## src/hw/rtl/bmfs_pkg.sv

```systemverilog
// ----------------------------------------------------------------------------
// bmfs_pkg
// Shared types and constants of the bandwidth max filter sampler.
// ----------------------------------------------------------------------------
package bmfs_pkg;

    localparam int TIME_W  = 48;
    localparam int RATE_W  = 40;
    localparam int ROUND_W = 32;
    localparam int WIN_W   = 8;
    localparam int SIZE_W  = 16;
    localparam int CMD_W   = 2;

    localparam logic [WIN_W-1:0]  WINDOW_RESET = 8'd10;
    localparam logic [RATE_W-1:0] RATE_MAX     = {RATE_W{1'b1}};

    localparam int MUL_SPLIT = TIME_W / 2;
    localparam int MUL_K_W   = 20;
    localparam logic [MUL_K_W-1:0] MUL_K = 20'd1000000;
    localparam int PROD_W    = MUL_SPLIT + MUL_K_W;
    localparam int NUM_W     = TIME_W + MUL_K_W;
    localparam int DIV_BITS  = 2;
    localparam int DIV_STEPS = RATE_W / DIV_BITS;
    localparam int DIV_CNT_W = $clog2(DIV_STEPS);

    localparam int FIFO_DEPTH = 2;
    localparam int FIFO_PTR_W = 1;
    localparam int FIFO_CNT_W = 2;

    typedef enum logic [CMD_W-1:0] {
        CMD_HEADER      = 2'd0,
        CMD_PACKET      = 2'd1,
        CMD_APP_LIMITED = 2'd2
    } cmd_t;

    typedef struct packed {
        logic               sample;
        logic               app;
        logic               limited;
        logic [TIME_W-1:0]  send_bytes;
        logic [TIME_W-1:0]  send_us;
        logic [TIME_W-1:0]  ack_bytes;
        logic [TIME_W-1:0]  ack_us;
        logic [ROUND_W-1:0] round;
    } entry_t;

    typedef enum logic [2:0] {
        D_IDLE,
        D_MLO,
        D_MHI,
        D_PREP,
        D_RUN
    } div_phase_t;

    typedef enum logic [1:0] {
        B_IDLE,
        B_WAIT,
        B_UPD,
        B_DONE
    } back_state_t;

endpackage

```

## src/hw/rtl/bmfs_fifo.sv

```systemverilog
// ----------------------------------------------------------------------------
// bmfs_fifo
// Two-entry queue of classified items between the front and back parts.
// ----------------------------------------------------------------------------
module bmfs_fifo (
    input  logic             clk,
    input  logic             rst_n,
    input  logic             push,
    input  bmfs_pkg::entry_t wr_entry,
    input  logic             pop,
    output bmfs_pkg::entry_t rd_entry,
    output logic             full,
    output logic             empty
);

    bmfs_pkg::entry_t                    slot_reg [bmfs_pkg::FIFO_DEPTH];
    logic [bmfs_pkg::FIFO_PTR_W-1:0]     wr_ptr_reg, rd_ptr_reg;
    logic [bmfs_pkg::FIFO_CNT_W-1:0]     count_reg;

    assign full     = (count_reg == bmfs_pkg::FIFO_CNT_W'(bmfs_pkg::FIFO_DEPTH));
    assign empty    = (count_reg == '0);
    assign rd_entry = slot_reg[rd_ptr_reg];

    always_ff @(posedge clk)
    begin
        if (push)
        begin
            slot_reg[wr_ptr_reg] <= wr_entry;
        end
    end

    always_ff @(posedge clk or negedge rst_n)
    begin
        if (!rst_n)
        begin
            wr_ptr_reg <= '0;
            rd_ptr_reg <= '0;
            count_reg  <= '0;
        end
        else
        begin
            if (push)
            begin
                wr_ptr_reg <= wr_ptr_reg + 1'b1;
            end
            if (pop)
            begin
                rd_ptr_reg <= rd_ptr_reg + 1'b1;
            end
            if (push && !pop)
            begin
                count_reg <= count_reg + 1'b1;
            end
            else if (pop && !push)
            begin
                count_reg <= count_reg - 1'b1;
            end
        end
    end

endmodule

```

## config.mk

```make
export PLATFORM = sky130hd
export DESIGN_NAME = bmfs_fifo
export DESIGN_NICKNAME = d
export VERILOG_FILES = /design/src/hw/rtl/bmfs_pkg.sv /design/src/hw/rtl/bmfs_fifo.sv
export SDC_FILE = /design/constraint.sdc
export NUM_CORES = 1
export LEC_CHECK = 0
export BUFFER_PORTS_ARGS = -buffer_cell sky130_fd_sc_hd__buf_4
export CORE_MARGIN = 2
export CORE_UTILIZATION = 41
export CTS_BUF_LIST = sky130_fd_sc_hd__clkbuf_16
export DETAILED_ROUTE_END_ITERATION = 8
export HOLD_SLACK_MARGIN = 0.12
export PLACE_DENSITY = 0.67
export SETUP_SLACK_MARGIN = 0.1
export SYNTH_ARGS = -nofsm -noshare
export SYNTH_HDL_FRONTEND = slang
export SYNTH_SLANG_ARGS = --single-unit
```

## constraint.sdc

```tcl
create_clock -name clk -period 26.7 [get_ports clk]
set_input_delay 5.34 -clock clk [delete_from_list [all_inputs] [get_ports clk]]
set_output_delay 5.34 -clock clk [all_outputs]
set_load 0.1 [all_outputs]
```

# Word-level counts from Yosys, hierarchy flattened
# Memory sizes are Yosys's and may differ from the RTL's.
# Cells that the tools add are included.
[word_totals] regBits=4 latch_bits=0 ramBits=454 romBits=0 inputBits=231 output_inout_bits=229 n_memories=1
[mem_list] memory="slot_reg" depth=2 word_bits=227 read_ports=1 rd_ports_with_merged_regs=0 write_ports=1 line_no="bmfs_fifo.sv:16" rtl="bmfs_pkg::entry_t slot_reg [bmfs_pkg::FIFO_DEPTH];"
[op_classes] n_addsub=4 n_mul=0 div=0 order_cmp=0 eq_ne=1 shift=0 mux=4 bitwise_logic=0 reduce_logical=6
[op_table] operator="two-way mux 2 bit" n=2
[op_table] operator="adder 1 bit (second input constant)" n=2
[op_table] operator="adder 2 x 1 -> 2 bit (second input constant)" n=1
[op_table] operator="equality test 2 bit (second input constant)" n=1
[op_table] operator="logical AND 1 bit" n=2
[op_table] operator="zero test 1 bit" n=2
[op_table] operator="zero test 2 bit" n=1
[op_table] operator="two-way mux 1 bit" n=2
[op_table] operator="nonzero test 2 bit" n=1
[op_table] operator="subtractor 2 x 1 -> 2 bit (second input constant)" n=1

# Longest topological paths before layout
[logic_depth] depth_word=4 mapped_depth=5

# Worst setup path before layout
# Ideal clock, no wire load.
[synth_timing] kind="input to register" start="input push" end="memory slot_reg[0][0] (netlist name), enable pin" t_arrival_ns=15.117 slack_ns=10.737 stages=1 path_buffers=0 path_cell_list="nor2b_1"
[synth_via] elab_chain_cells=2
[synth_lines] element="start: declaration" line_no="bmfs_fifo.sv:8" rtl="input logic push,"
[synth_lines] element="two-way mux 1 bit" line_no="bmfs_fifo.sv:26" rtl="if (push)"
[synth_lines] element="two-way mux 1 bit (not written as such)" line_no="bmfs_fifo.sv:28" rtl="slot_reg[wr_ptr_reg] <= wr_entry;"
[synth_lines] element="end: declaration" line_no="bmfs_fifo.sv:16"
# No other way between the ends.

==> flow_summary.rst <==
.. list-table::
   :header-rows: 1

   * - Metric
     - Value
   * - # Post-CTS Setup Buffers
     - 0
   * - Number of DRC markers in iteration 0
     - 338
   * - Number of pins exceeding their max-slew limit in the final report
     - 0
   * - Category of the critical setup timing path
     - reg -> out
   * - Proportion of layout cells with a drive suffix above 1
     - 61.1%
   * - Clk slew on worst S/H paths
     - 0.06 ns
   * - CTS tree
     - built
   * - Hold violation count in the final report
     - 0
   * - Min-delay worst type
     - reg -> reg
   * - Most Frequent Cell on Critical Path
     - buf_4
   * - Cts bufs inserted
     - 48
   * - I/O pin cnt
     - 460
   * - Routed Wire Length
     - 35.2 mm
   * - Number of global-route vias before repair
     - 8,892
   * - Overflow left after global routing
     - 0
   * - Highest-delay cell along the critical path
     - buf_4
   * - Setup repair after global routing missed its margin
     - false
   * - CTS sink cnt
     - 458
   * - Synthesized area per cell
     - 23.1 um2
   * - Share of synthesized area occupied by flip-flops and latches
     - 82.5%
   * - Floorplan row count
     - 73
   * - Number of flip-flops under the largest register name
     - 454
   * - Core Footprint
     - 0.0399 mm2
   * - Wire length of the first global-routing pass
     - 50.3 mm
   * - Length of the first detailed-routing pass in iterations
     - 6
   * - Endpoint required time on the critical path
     - 21.36 ns
   * - Kind of start point of the critical path
     - register
   * - Maximum clock skew at final layout
     - 0.00773 ns
   * - Clock root cell
     - clkbuf_16
   * - CP peak stage delay
     - 0.84 ns
   * - Worst path arrival time
     - 2.97 ns
   * - Period utilization
     - 31.1%
   * - Final net count
     - 1,448
   * - Net Count, Synth
     - 954
   * - Mapped Area
     - 0.0167 mm2
   * - Die height
     - 206 um
   * - GPL Wtd Cong
     - 0.768
   * - Starting utilization of the core area
     - 41.7%
   * - Maximum buffer depth of the clock tree
     - 3
   * - Final Setup Violations
     - 0
   * - Number of H-tree levels
     - 2
   * - Setup TNS
     - 0 ns
   * - Clock latency on the worst-skew pair
     - 0.56 ns
   * - Die area
     - 0.0422 mm2
   * - Maximum capacitance violations
     - 0
   * - Synthesized flop and latch total
     - 458
   * - Max-Slew Margin vs Limit
     - 32.9%
   * - Status
     - finished clean
   * - Remaining antenna violation count after routing
     - 0
   * - Width of the die
     - 206 um
   * - Tightest Pin Transition
     - 1.01 ns
   * - Highest fanout seen on the critical path
     - 72
   * - Gate count after technology mapping
     - 722
   * - Post-CTS Hold Fix Bufs
     - 0
   * - Yosys synthesis warning count
     - 0
   * - Vias
     - 8,450
   * - Chain of cells forming the critical path
     - buf_4 > mux2_2 > buf_4
   * - Type of element capturing the critical path
     - output port
   * - Global-route total usage across every layer
     - 15.9%
   * - Area added between synthesis and finish
     - 32.7%
   * - Number of antenna violations at the first check in global routing
     - 2
   * - Via-per-instance ratio
     - 4.76
   * - Largest net degree at the start of global routing
     - 74
   * - CTS-repair resized insts
     - 0
   * - Minimum clock period after layout
     - 8.31 ns
   * - Final routed wire length divided by cell count
     - 19.8 um
   * - Sum of net half-perimeters after detailed placement
     - 23.5 mm
   * - Highest clock rate
     - 120 MHz
   * - Input/output buffers
     - 459
   * - Distinct cell type count after synthesis
     - 12
   * - # DRC
     - 0
[area by class of cell]
cell class                 instances  area, um2
antenna                            2       5.00
clock buffer                      49       1230
clock inverter                    33        308
fill                            3099      17800
inverter                           1       3.75
multi-input combinational        238       2650
sequential                       458      13700
tap                              525        657
timing repair buffer             469       3520
[layer usage]
metal,global-route usage (%),vias up,wire [um]
met5,0,-,0
met4,6.24,0,1060
met3,7.24,64,4020
met2,25.9,362,16900
met1,18.4,4156,13200
li1,-,3868,-
[synthesized netlist by cell type (all sizes together)]
library cell  count  area share [%]
and2              1           0.038
buf              25             1.7
dfrtp             4            0.60
edfxtp          454              82
ha                1           0.075
inv               1           0.023
mux2            227              15
nor2              2           0.045
nor2b             2           0.075
xnor2             1           0.053
xor2              4            0.21
[worst paths after layout]
kind	end	depth (start not counted)	from	slack [ns]
min in group asynchronous	count_reg[1]$_DFFE_PN0P_	1	rst_n	4.57
setup reg to reg	slot_reg[1][20]$_DFFE_PP_	3	wr_ptr_reg$_DFFE_PN0P_	23.76
setup / recovery	rd_entry[64]	3	rd_ptr_reg$_DFFE_PN0P_	18.39
hold / removal	count_reg[1]$_DFFE_PN0P_	1	count_reg[1]$_DFFE_PN0P_	0.50
max in group asynchronous	rd_ptr_reg$_DFFE_PN0P_	1	rst_n	22.02
hold reg to reg	count_reg[1]$_DFFE_PN0P_	1	count_reg[1]$_DFFE_PN0P_	0.50
[critical path: cells and delay by family, from the launching register on]
kind | cells | cell delay (ns)
buffers and inverters | 2 | 1.08
muxes | 1 | 0.46
DFF | 1 | 0.79
[cell usage in the layout (no fill, tap or decap), types with 3 or more instances in the layout]
cell type  synthesis  routed
buf_4              1     469
edfxtp_1         454     454
mux2_2           227     227
clkbuf_16          0      49
inv_1              1      12
clkinv_1           0       7
bufinv_16          0       6
clkinv_2           0       5
xor2_1             4       4
dfrtp_1            4       3
[metrics by stage]
stage,setup WS (ns),area [um2],std cells,hold WS (ns),util [%]
2_1_floorplan,10.74,16700,722,0.455,-
3_3_place_gp,18.70,20600,1691,0.474,51.5
3_5_place_dp,18.70,20600,1691,0.482,51.5
4_1_cts,18.28,22100,1773,0.494,55.4
5_1_grt,18.19,22100,1775,0.525,55.4
6_report,18.39,22100,1775,0.495,55.4
[logic make-up after synthesis]
family	synth area share (%)
XOR/XNOR	0.263
buffers and inverters	1.69
adder cells (fa/ha/maj)	0.0751
multiplexers	15.3
flip-flops	82.5
AND/OR/NAND/NOR	0.158
Power is not shown: default switching activity piles up to over one toggle a cycle in this logic, so the estimate is an artifact.
