`config.mk`:
```
export PLATFORM = sky130hd
export DESIGN_NAME = bmfs_front
export DESIGN_NICKNAME = d
export VERILOG_FILES = /design/src/hw/rtl/bmfs_pkg.sv /design/src/hw/rtl/bmfs_front.sv
export SDC_FILE = /design/constraint.sdc
export NUM_CORES = 1
export LEC_CHECK = 0
export ABC_CLOCK_PERIOD_IN_PS = 18900
export BUFFER_PORTS_ARGS = -buffer_cell sky130_fd_sc_hd__clkbuf_2
export CAP_MARGIN = 20
export CORE_ASPECT_RATIO = 1.5
export CORE_UTILIZATION = 50
export DETAILED_ROUTE_END_ITERATION = 8
export PLACE_DENSITY = 0.74
export REMOVE_ABC_BUFFERS = 1
export SYNTH_ARGS = -nofsm -noshare
export SYNTH_HDL_FRONTEND = slang
export SYNTH_SLANG_ARGS = --single-unit
```
`constraint.sdc`:
```
create_clock -name clk -period 18.9 [get_ports clk]
set_input_delay 5.67 -clock clk [delete_from_list [all_inputs] [get_ports clk]]
set_output_delay 5.67 -clock clk [all_outputs]
set_load 0.01 [all_outputs]
```
`src/hw/rtl/bmfs_pkg.sv`:
```
// ----------------------------------------------------------------------------
// bmfs_pkg
// Shared types and constants of the bandwidth max filter sampler.
// ----------------------------------------------------------------------------
package bmfs_pkg;

    localparam int TIME_W  = 48;
    localparam int RATE_W  = 40;
    localparam int ROUND_W = 32;
    localparam int WIN_W   = 8;
    localparam int SIZE_W  = 16;
    localparam int CMD_W   = 2;

    localparam logic [WIN_W-1:0]  WINDOW_RESET = 8'd10;
    localparam logic [RATE_W-1:0] RATE_MAX     = {RATE_W{1'b1}};

    localparam int MUL_SPLIT = TIME_W / 2;
    localparam int MUL_K_W   = 20;
    localparam logic [MUL_K_W-1:0] MUL_K = 20'd1000000;
    localparam int PROD_W    = MUL_SPLIT + MUL_K_W;
    localparam int NUM_W     = TIME_W + MUL_K_W;
    localparam int DIV_BITS  = 2;
    localparam int DIV_STEPS = RATE_W / DIV_BITS;
    localparam int DIV_CNT_W = $clog2(DIV_STEPS);

    localparam int FIFO_DEPTH = 2;
    localparam int FIFO_PTR_W = 1;
    localparam int FIFO_CNT_W = 2;

    typedef enum logic [CMD_W-1:0] {
        CMD_HEADER      = 2'd0,
        CMD_PACKET      = 2'd1,
        CMD_APP_LIMITED = 2'd2
    } cmd_t;

    typedef struct packed {
        logic               sample;
        logic               app;
        logic               limited;
        logic [TIME_W-1:0]  send_bytes;
        logic [TIME_W-1:0]  send_us;
        logic [TIME_W-1:0]  ack_bytes;
        logic [TIME_W-1:0]  ack_us;
        logic [ROUND_W-1:0] round;
    } entry_t;

    typedef enum logic [2:0] {
        D_IDLE,
        D_MLO,
        D_MHI,
        D_PREP,
        D_RUN
    } div_phase_t;

    typedef enum logic [1:0] {
        B_IDLE,
        B_WAIT,
        B_UPD,
        B_DONE
    } back_state_t;

endpackage

```
`src/hw/rtl/bmfs_front.sv`:
```
// ----------------------------------------------------------------------------
// bmfs_front
// Classifies input items, keeps the ack-event and app-limited state and
// forms the byte and interval operands of each sample.
// ----------------------------------------------------------------------------
module bmfs_front (
    input  logic                           clk,
    input  logic                           rst_n,
    input  logic                           push,
    input  logic [bmfs_pkg::CMD_W-1:0]     command,
    input  logic [bmfs_pkg::TIME_W-1:0]    now_time,
    input  logic [bmfs_pkg::TIME_W-1:0]    adjusted_time,
    input  logic [bmfs_pkg::TIME_W-1:0]    mark_time,
    input  logic [bmfs_pkg::TIME_W-1:0]    byte_total,
    input  logic [bmfs_pkg::TIME_W-1:0]    byte_count,
    input  logic [bmfs_pkg::TIME_W-1:0]    prior_ack_time,
    input  logic [bmfs_pkg::TIME_W-1:0]    prior_total_acked,
    input  logic [bmfs_pkg::ROUND_W-1:0]   round_count,
    input  logic                           has_prior,
    input  logic                           sent_app_limited,
    input  logic [bmfs_pkg::SIZE_W-1:0]    packet_size,
    output bmfs_pkg::entry_t               entry
);

    logic [bmfs_pkg::TIME_W-1:0]  ack_time_reg, adj_time_reg, total_acked_reg, acked_bytes_reg;
    logic [bmfs_pkg::TIME_W-1:0]  exit_time_reg;
    logic [bmfs_pkg::ROUND_W-1:0] round_reg;
    logic                         limited_reg;
    logic                         limited_next;
    logic                         is_header;
    logic                         is_mark;

    assign is_header = (command == bmfs_pkg::CMD_HEADER);
    assign is_mark   = (command == bmfs_pkg::CMD_APP_LIMITED);

    always_comb
    begin
        limited_next = limited_reg;
        if (is_header && limited_reg && (exit_time_reg < mark_time))
        begin
            limited_next = 1'b0;
        end
        else if (is_mark)
        begin
            limited_next = 1'b1;
        end
    end

    always_comb
    begin
        entry            = '0;
        entry.sample     = (command == bmfs_pkg::CMD_PACKET) && (packet_size != '0);
        entry.app        = sent_app_limited;
        entry.limited    = limited_next;
        entry.round      = round_reg;
        if (has_prior)
        begin
            entry.send_bytes = (byte_total > byte_count) ? byte_total - byte_count : '0;
            entry.send_us    = (now_time > mark_time) ? now_time - mark_time : '0;
            entry.ack_bytes  = (total_acked_reg > prior_total_acked) ?
                               total_acked_reg - prior_total_acked : '0;
            if (adj_time_reg > adjusted_time)
            begin
                entry.ack_us = adj_time_reg - adjusted_time;
            end
            else
            begin
                entry.ack_us = (ack_time_reg > prior_ack_time) ?
                               ack_time_reg - prior_ack_time : '0;
            end
        end
        else if (ack_time_reg > now_time)
        begin
            entry.send_bytes = acked_bytes_reg;
            entry.send_us    = ack_time_reg - now_time;
        end
    end

    always_ff @(posedge clk or negedge rst_n)
    begin
        if (!rst_n)
        begin
            ack_time_reg    <= '0;
            adj_time_reg    <= '0;
            total_acked_reg <= '0;
            acked_bytes_reg <= '0;
            exit_time_reg   <= '0;
            round_reg       <= '0;
            limited_reg     <= 1'b0;
        end
        else if (push)
        begin
            limited_reg <= limited_next;
            if (is_header)
            begin
                ack_time_reg    <= now_time;
                adj_time_reg    <= adjusted_time;
                total_acked_reg <= byte_total;
                acked_bytes_reg <= byte_count;
                round_reg       <= round_count;
            end
            if (is_mark)
            begin
                exit_time_reg <= now_time;
            end
        end
    end

endmodule

```
; ---- Word level (Yosys, flattened, before mapping)
; Index checks and enable logic that the tools add are counted.
[word_totals]
reg_bits = 273
inputBits = 391
out_inout_bits = 227
word_cells = 39
[op_classes]
add_sub_neg = 6
n_lt_le_gt_ge = 7
n_eq_ne = 2
n_mux = 10
reduce_logical = 7
[op_table]
columns = cell, count
row1 = $gt A48 B48 Y1, 6
row2 = $mux W96, 3
row3 = $sub A48 B48 Y48, 6
row4 = $mux W48, 5
row5 = $lt A48 B48 Y1, 1
row6 = $reduce_bool A16 Y1, 1
row7 = $reduce_and A2 Y1, 2
row8 = $logic_and A1 B1 Y1, 3
row9 = $eq A2 B1 Y1 const B, 1
row10 = $eq A2 B2 Y1 const B, 1
row11 = $logic_not A2 Y1, 1
row12 = $mux W1, 2

; ---- Longest topological paths before layout
; Gate-level depths: netlist (run 1).
[logic_depth]
depth_word = 4
depth_mapped = 16
depth_no_buf = 15

; ---- Worst setup path before layout (run 1)
; No wires, ideal clock.
[synth_path]
path_kind = in2out
start = input prior_ack_time[0] in the netlist's numbering
end = output entry[77] in the netlist's numbering
t_arrival_ns = 8.479
required_time_ns = 13.230
setup_slack_ns = 4.751
cell_stages = 14
path_buffers = 1
cell_sequence = ha_1 fa_1 nand2b_1 a211oi_1 o21bai_1 nand2_1 a21oi_1 o21ai_1 a211oi_1 a31oi_1 and2_1 buf_4 nand2_4 o31ai_1
[synth_lines]
columns = element, line
row1 = from (decl), bmfs_front.sv:16  ; input logic [bmfs_pkg::TIME_W-1:0] prior_ack_time,
row2 = to (decl), bmfs_front.sv:22  ; output bmfs_pkg::entry_t entry

==> flow_summary.ini, run 1 <==
[layout]
stdcell_count = 4913
fill_cells = 5481
drive_above_1_share = 0.2337
final_area_um2 = 34090
fin_nets = 4842
area.growth.synth_to_final_pct = 15.69

[clock_network]
clkLatencyLatePin_ns = 0.60
numCtsBuffers = 31
cts_setup_buffers = 0
cts.path.max_buffers = 3
cts_resized = 0
hold_buffers = 0
path_clk_slew_ns = 0.06
clock-sinks = 273
htreeDepth = 1
cts_tree = done
cts-root-buf = clkbuf_16

[worst_setup_path]
arrival_ns = 9.92
worst_path_max_delay_cell = a31oi_4
crit_family = compound AO/OA/AOI/OAI gates
crit_required_ns = 13.23
crit_path_start_kind = primary input
path_cells = clkbuf_2 > ha_1 > fa_1 > nor2b_1 > o21a_1 > o21ai_0 > a21oi_1 > a21oi_1 > buf_4 > a21boi_2 > o21bai_4 > a31oi_4 > nand2_1 > o22ai_1 > clkbuf_2
critPathKind = in2out
critPathMaxFanout = 35
worst-path-stages = 15
critPathBufInv = 3
rrSetupSlack_ns = 15.55
end_kind = primary output
cpPeakStageDelay_ns = 0.81
reg2reg_depth = 12
r2r-end = limited_reg
r2r-start = exit_time_reg[17]

[global_routing]
grtUsageTotal = 0.3450
antenna_found_initial = 21
first_global_vias = 29080
overflow = 0
grt_pass1_wl_um = 160900
grt_max_degree = 145

[logic_synthesis]
synth_seq_cells = 273
netlist.area_leader.share = 0.2318
synth_area_leaders = dfrtp_1, ha_1, mux2_2
synth-edff-count = 0
synth_area_um2 = 29470
ys_seq_area_frac = 0.2318
syn_area_per_cell_um2 = 8.216
synthTopCellsByCount = inv_1, a21oi_1, ha_1, nand2_1, dfrtp_1
synth_area_leader_cell = dfrtp_1
ys_types = 93
synth.most_common_cell = inv_1
synthCells = 3587
ys_warn_count = 0
ys_async_sr_fraction = 1.000
ys.flop_type = dfrtp_1

[floorplanning]
die-height_um = 299.3
die_x_um = 200.2
die-area_um2 = 59930
rows = 108
core-area_um2 = 58110
io_pins = 618
initial_core_util = 0.5072

[job]
drv_cap = 0

[sta]
fmax_mhz = 64.13
worst_pin_slew_ns = 1.116
period_share = 0.8250
report.final.hold_viol_count = 0
rsz0062_at_grt = no
drv_slew = 0
period_needed_ns = 15.59
max_slew_margin = 0.2559
setup_violations = 0
finalClockSkew_ns = 0.008378

[power_and_ir_drop]
p_leak_nw = 17.32
irDropWorstVdd_v = 0.00007985
power.density_nw_per_um2 = 91.81
total_power_mw = 3.130

[detailed_routing]
dr.pass1.iters = 5
wl_per_cell_um = 21.75
wirelength_um = 106900
vias = 29020
viasPerCell = 5.907
drc = 0
ant_nets = 0
drtIter0Drc = 1681

[min_path]
hold_class = reg2reg
min_to = exit_time_reg[11]
min-delay-start = exit_time_reg[11]
holdPathStages = 2

[placement]
dp_hpwl_um = 88880
place_area_um2 = 33060
routabilityCongestion = 1.001
dp_cells = 4847
portBuffers = 615

[outcome]
status = finished, final reports clean
## cells in the final DEF (no fill, tap or decap), types with 14 or more instances in the layout
cell type  instances
o211ai_1          17
a21o_1           166
o22ai_1           61
o21a_1            30
xnor2_1          157
nor3_1            33
clkbuf_16         31
a31oi_1           36
nand4_1           74
ha_1             335
nand2b_1          44
nand2_1          275
dfrtp_1          273
nor2_1           201
clkbuf_2         614
nand3_1           70
o31ai_1           23
inv_1            365
a22o_1            48
mux2_2           218
a211oi_1          26
o21ai_0          199
and3_1            28
nor2b_1           42
o21bai_1          55
xor2_1           106
a21oi_1          340
and2_1            14
nor4_1            15
buf_4             14
## worst max path at each step
stage,start,end,slack (ns)
floorplan,command[0],ack_time_reg[10],-4.10
global placement,adjusted_time[0],entry[57],3.39
detailed placement,adjusted_time[0],entry[57],3.24
CTS,adjusted_time[0],entry[57],3.22
global route,adjusted_time[0],entry[57],2.92
finish,adjusted_time[0],entry[57],3.31
## per-stage QoR
| stage | util | hold slack (ns) | setup WS (ns) | TNS, ns |
|---|---|---|---|---|
| after floorplan | - | 0.4413 | -4.104 | -912.46 |
| after global placement | 0.5690 | 0.4618 | 3.385 | 0 |
| after detailed placement | 0.5690 | 0.4747 | 3.236 | 0 |
| after CTS | 0.5863 | 0.4880 | 3.218 | 0 |
| after global routing | 0.5867 | 0.4995 | 2.924 | 0 |
| final | 0.5867 | 0.4844 | 3.307 | 0 |
## logic make-up after synthesis
group / count (synthesis) / synth area share
flip-flops: 273 / 0.2318
multiplexers: 218 / 0.08330
adder cells (fa/ha/maj): 341 / 0.1463
AO/OA/AOI/OAI: 1147 / 0.2575
XOR/XNOR: 263 / 0.07816
AND/OR/NAND/NOR: 840 / 0.1355
buffers and inverters: 505 / 0.06738
## cell type report
cell class,count,area [µm²],area share
inverter,365,1370,0.04019
tap,770,963.4,0.02826
clock buffer,39,845.8,0.02481
timing repair buffer,630,3213,0.09425
multi-input combinational,2809,20680,0.6066
clock inverter,17,161.4,0.004734
antenna,10,25.02,0.0007340
sequential,273,6832,0.2004
## power by group
group | leakage [nW] | switching (mW) | total (mW) | internal, mW
registers | 3.26 | 0.0738 | 0.766 | 0.692
clock network | 0.493 | 0.278 | 0.623 | 0.345
logic | 13.6 | 1.04 | 1.74 | 0.705
total | 17.3 | 1.39 | 3.13 | 1.74
## tightest hold or removal path, delay by kind of cell (launching register included)
kind	cells	cell delay [ns]
AOI/OAI and AO/OA	1	0.06
and+or+nand+nor	1	0.05
DFF	1	0.34
## routing by layer
layer | global-route usage | vias to the layer above | part of all wire
li1 | - | 13950 | -
met1 | 0.3501 | 13600 | 0.34
met2 | 0.6413 | 1114 | 0.51
met3 | 0.06251 | 336 | 0.071
met4 | 0.2300 | 24 | 0.073
met5 | 0 | - | 0.0015
Power figures use the tool's default switching activity.
==> run 2: changes to the inputs <==
ABC_CLOCK_PERIOD_IN_PS = 15900   (was 18900)
clock period = 15.9 ns   (was 18.9 ns; I/O delays follow)
==> flow_summary.ini, run 2 (synthesized netlist as in run 1, its figures left out) <==
[outcome]
status = finished, final reports clean

[sta]
worst_pin_slew_ns = 1.099
post-route-worst-setup-slack_ns = 2.099
report.final.hold_viol_count = 0
drv_slew = 0
max_slew_margin = 0.2676
finalClockSkew_ns = 0.01701
period_share = 0.8680
rsz0062_at_grt = no
setup_violations = 0
whs_ns = 0.4827
fmax_mhz = 72.46
period_needed_ns = 13.80

[clock_network]
htreeDepth = 1
cts.path.max_buffers = 3
clock-sinks = 273
cts_setup_buffers = 0
cts_tree = done
numCtsBuffers = 30
cts_resized = 0
cts-root-buf = clkbuf_16
path_clk_slew_ns = 0.06
hold_buffers = 0
clkLatencyLatePin_ns = 0.61

[floorplanning]
core-area_um2 = 58110
die-area_um2 = 59930
die_x_um = 200.2
initial_core_util = 0.5072
rows = 108
die-height_um = 299.3
io_pins = 618

[global_routing]
antenna_found_initial = 16
overflow = 0
grtUsageTotal = 0.3474
grt_pass1_wl_um = 162200
first_global_vias = 29140
grt_max_degree = 112

[layout]
ff_latch_area_um2 = 6832
drive_above_1_share = 0.2340
final_cell_mix = clkbuf_2, inv_1, a21oi_1, ha_1, nand2_1
fin_nets = 4841
fill_cells = 5463
area.growth.synth_to_final_pct = 15.76
final_common_cell = clkbuf_2
multi_input_area_um2 = 20680
utilization = 0.5871

[power_and_ir_drop]
power.density_nw_per_um2 = 109.3
irDropWorstVdd_v = 0.0001124
p_leak_nw = 17.33

[worst_setup_path]
critPathKind = in2out
crit_path_start_kind = primary input
crit_required_ns = 11.13
worst_path_max_delay_cell = nor3_2
reg2reg_depth = 12
arrival_ns = 9.03
cpPeakStageDelay_ns = 0.73
critPathMaxFanout = 45
rrSetupSlack_ns = 12.64
end_kind = primary output
r2r-start = exit_time_reg[17]
r2r-end = limited_reg
path_cells = clkbuf_2 > ha_1 > fa_1 > nor2b_1 > o31a_1 > o31a_1 > a21oi_2 > o41a_1 > o21ai_0 > a21oi_1 > nor3_2 > buf_4 > nand2_1 > o31ai_1 > clkbuf_2

[detailed_routing]
drc = 0
vias = 28940
dr.pass1.iters = 7
viasPerCell = 5.891
drtIter0Drc = 1677
wl_per_cell_um = 21.81
ant_nets = 0
wirelength_um = 107100

[placement]
routabilityCongestion = 1.027
portBuffers = 615
dp_slack_ns = 2.160
dp_hpwl_um = 89680

[min_path]
hold_class = reg2reg
min_to = exit_time_reg[17]
holdPathStages = 2
min-delay-start = exit_time_reg[17]

[job]
drv_cap = 0
-- run 2: worst max-delay path by stage --
stage | start | to | slack [ns] | cells after the start
2_1_floorplan | command[0] | ack_time_reg[10] | -6.20 | 2
3_3_place_gp | now_time[0] | entry[176] | 2.19 | 15
3_5_place_dp | now_time[0] | entry[176] | 2.16 | 15
4_1_cts | now_time[0] | entry[176] | 2.14 | 15
5_1_grt | now_time[0] | entry[176] | 1.90 | 15
6_report | now_time[0] | entry[176] | 2.10 | 15
-- run 2: layout make-up --
cell class / count / share of cell area
clock inverters: 19 / 0.005722
inverters: 365 / 0.04016
flip-flops and latches: 273 / 0.2003
clock buffers: 37 / 0.02428
diodes: 9 / 0.0006602
well taps: 770 / 0.02824
repair buffers: 630 / 0.09441
multi-input cells: 2809 / 0.6063
-- run 2: power by group --
group	total [mW]	switching [mW]	leakage, nW	internal [mW]
Sequential	0.915	0.0920	3.26	0.823
Combinational	2.06	1.22	13.6	0.837
Clock	0.753	0.333	0.499	0.420
Total	3.73	1.65	17.3	2.08
-- run 2: metal layers --
layer	global-route usage	wire length, µm
met2	0.6362	54560
met5	0	119
met3	0.06088	7116
met1	0.3581	37330
met4	0.2416	7993
-- run 2: worst max-delay path: cells and delay by family --
family,cells,cell delay (ns)
AOI/OAI and AO/OA,7,1.58
and+or+nand+nor,3,1.04
buffers and inverters,3,0.98
adders and majority gates,2,0.63
-- run 2: per-stage QoR --
step	total power [mW]	setup TNS [ns]	cells	area (µm²)
after global placement	2.941	0	4846	33040
after CTS	3.717	0	4902	34060
final	3.729	0	4912	34110
after detailed placement	2.948	0	4846	33040
after floorplan	2.307	-1382.86	3447	28850
after global routing	3.959	0	4910	34110
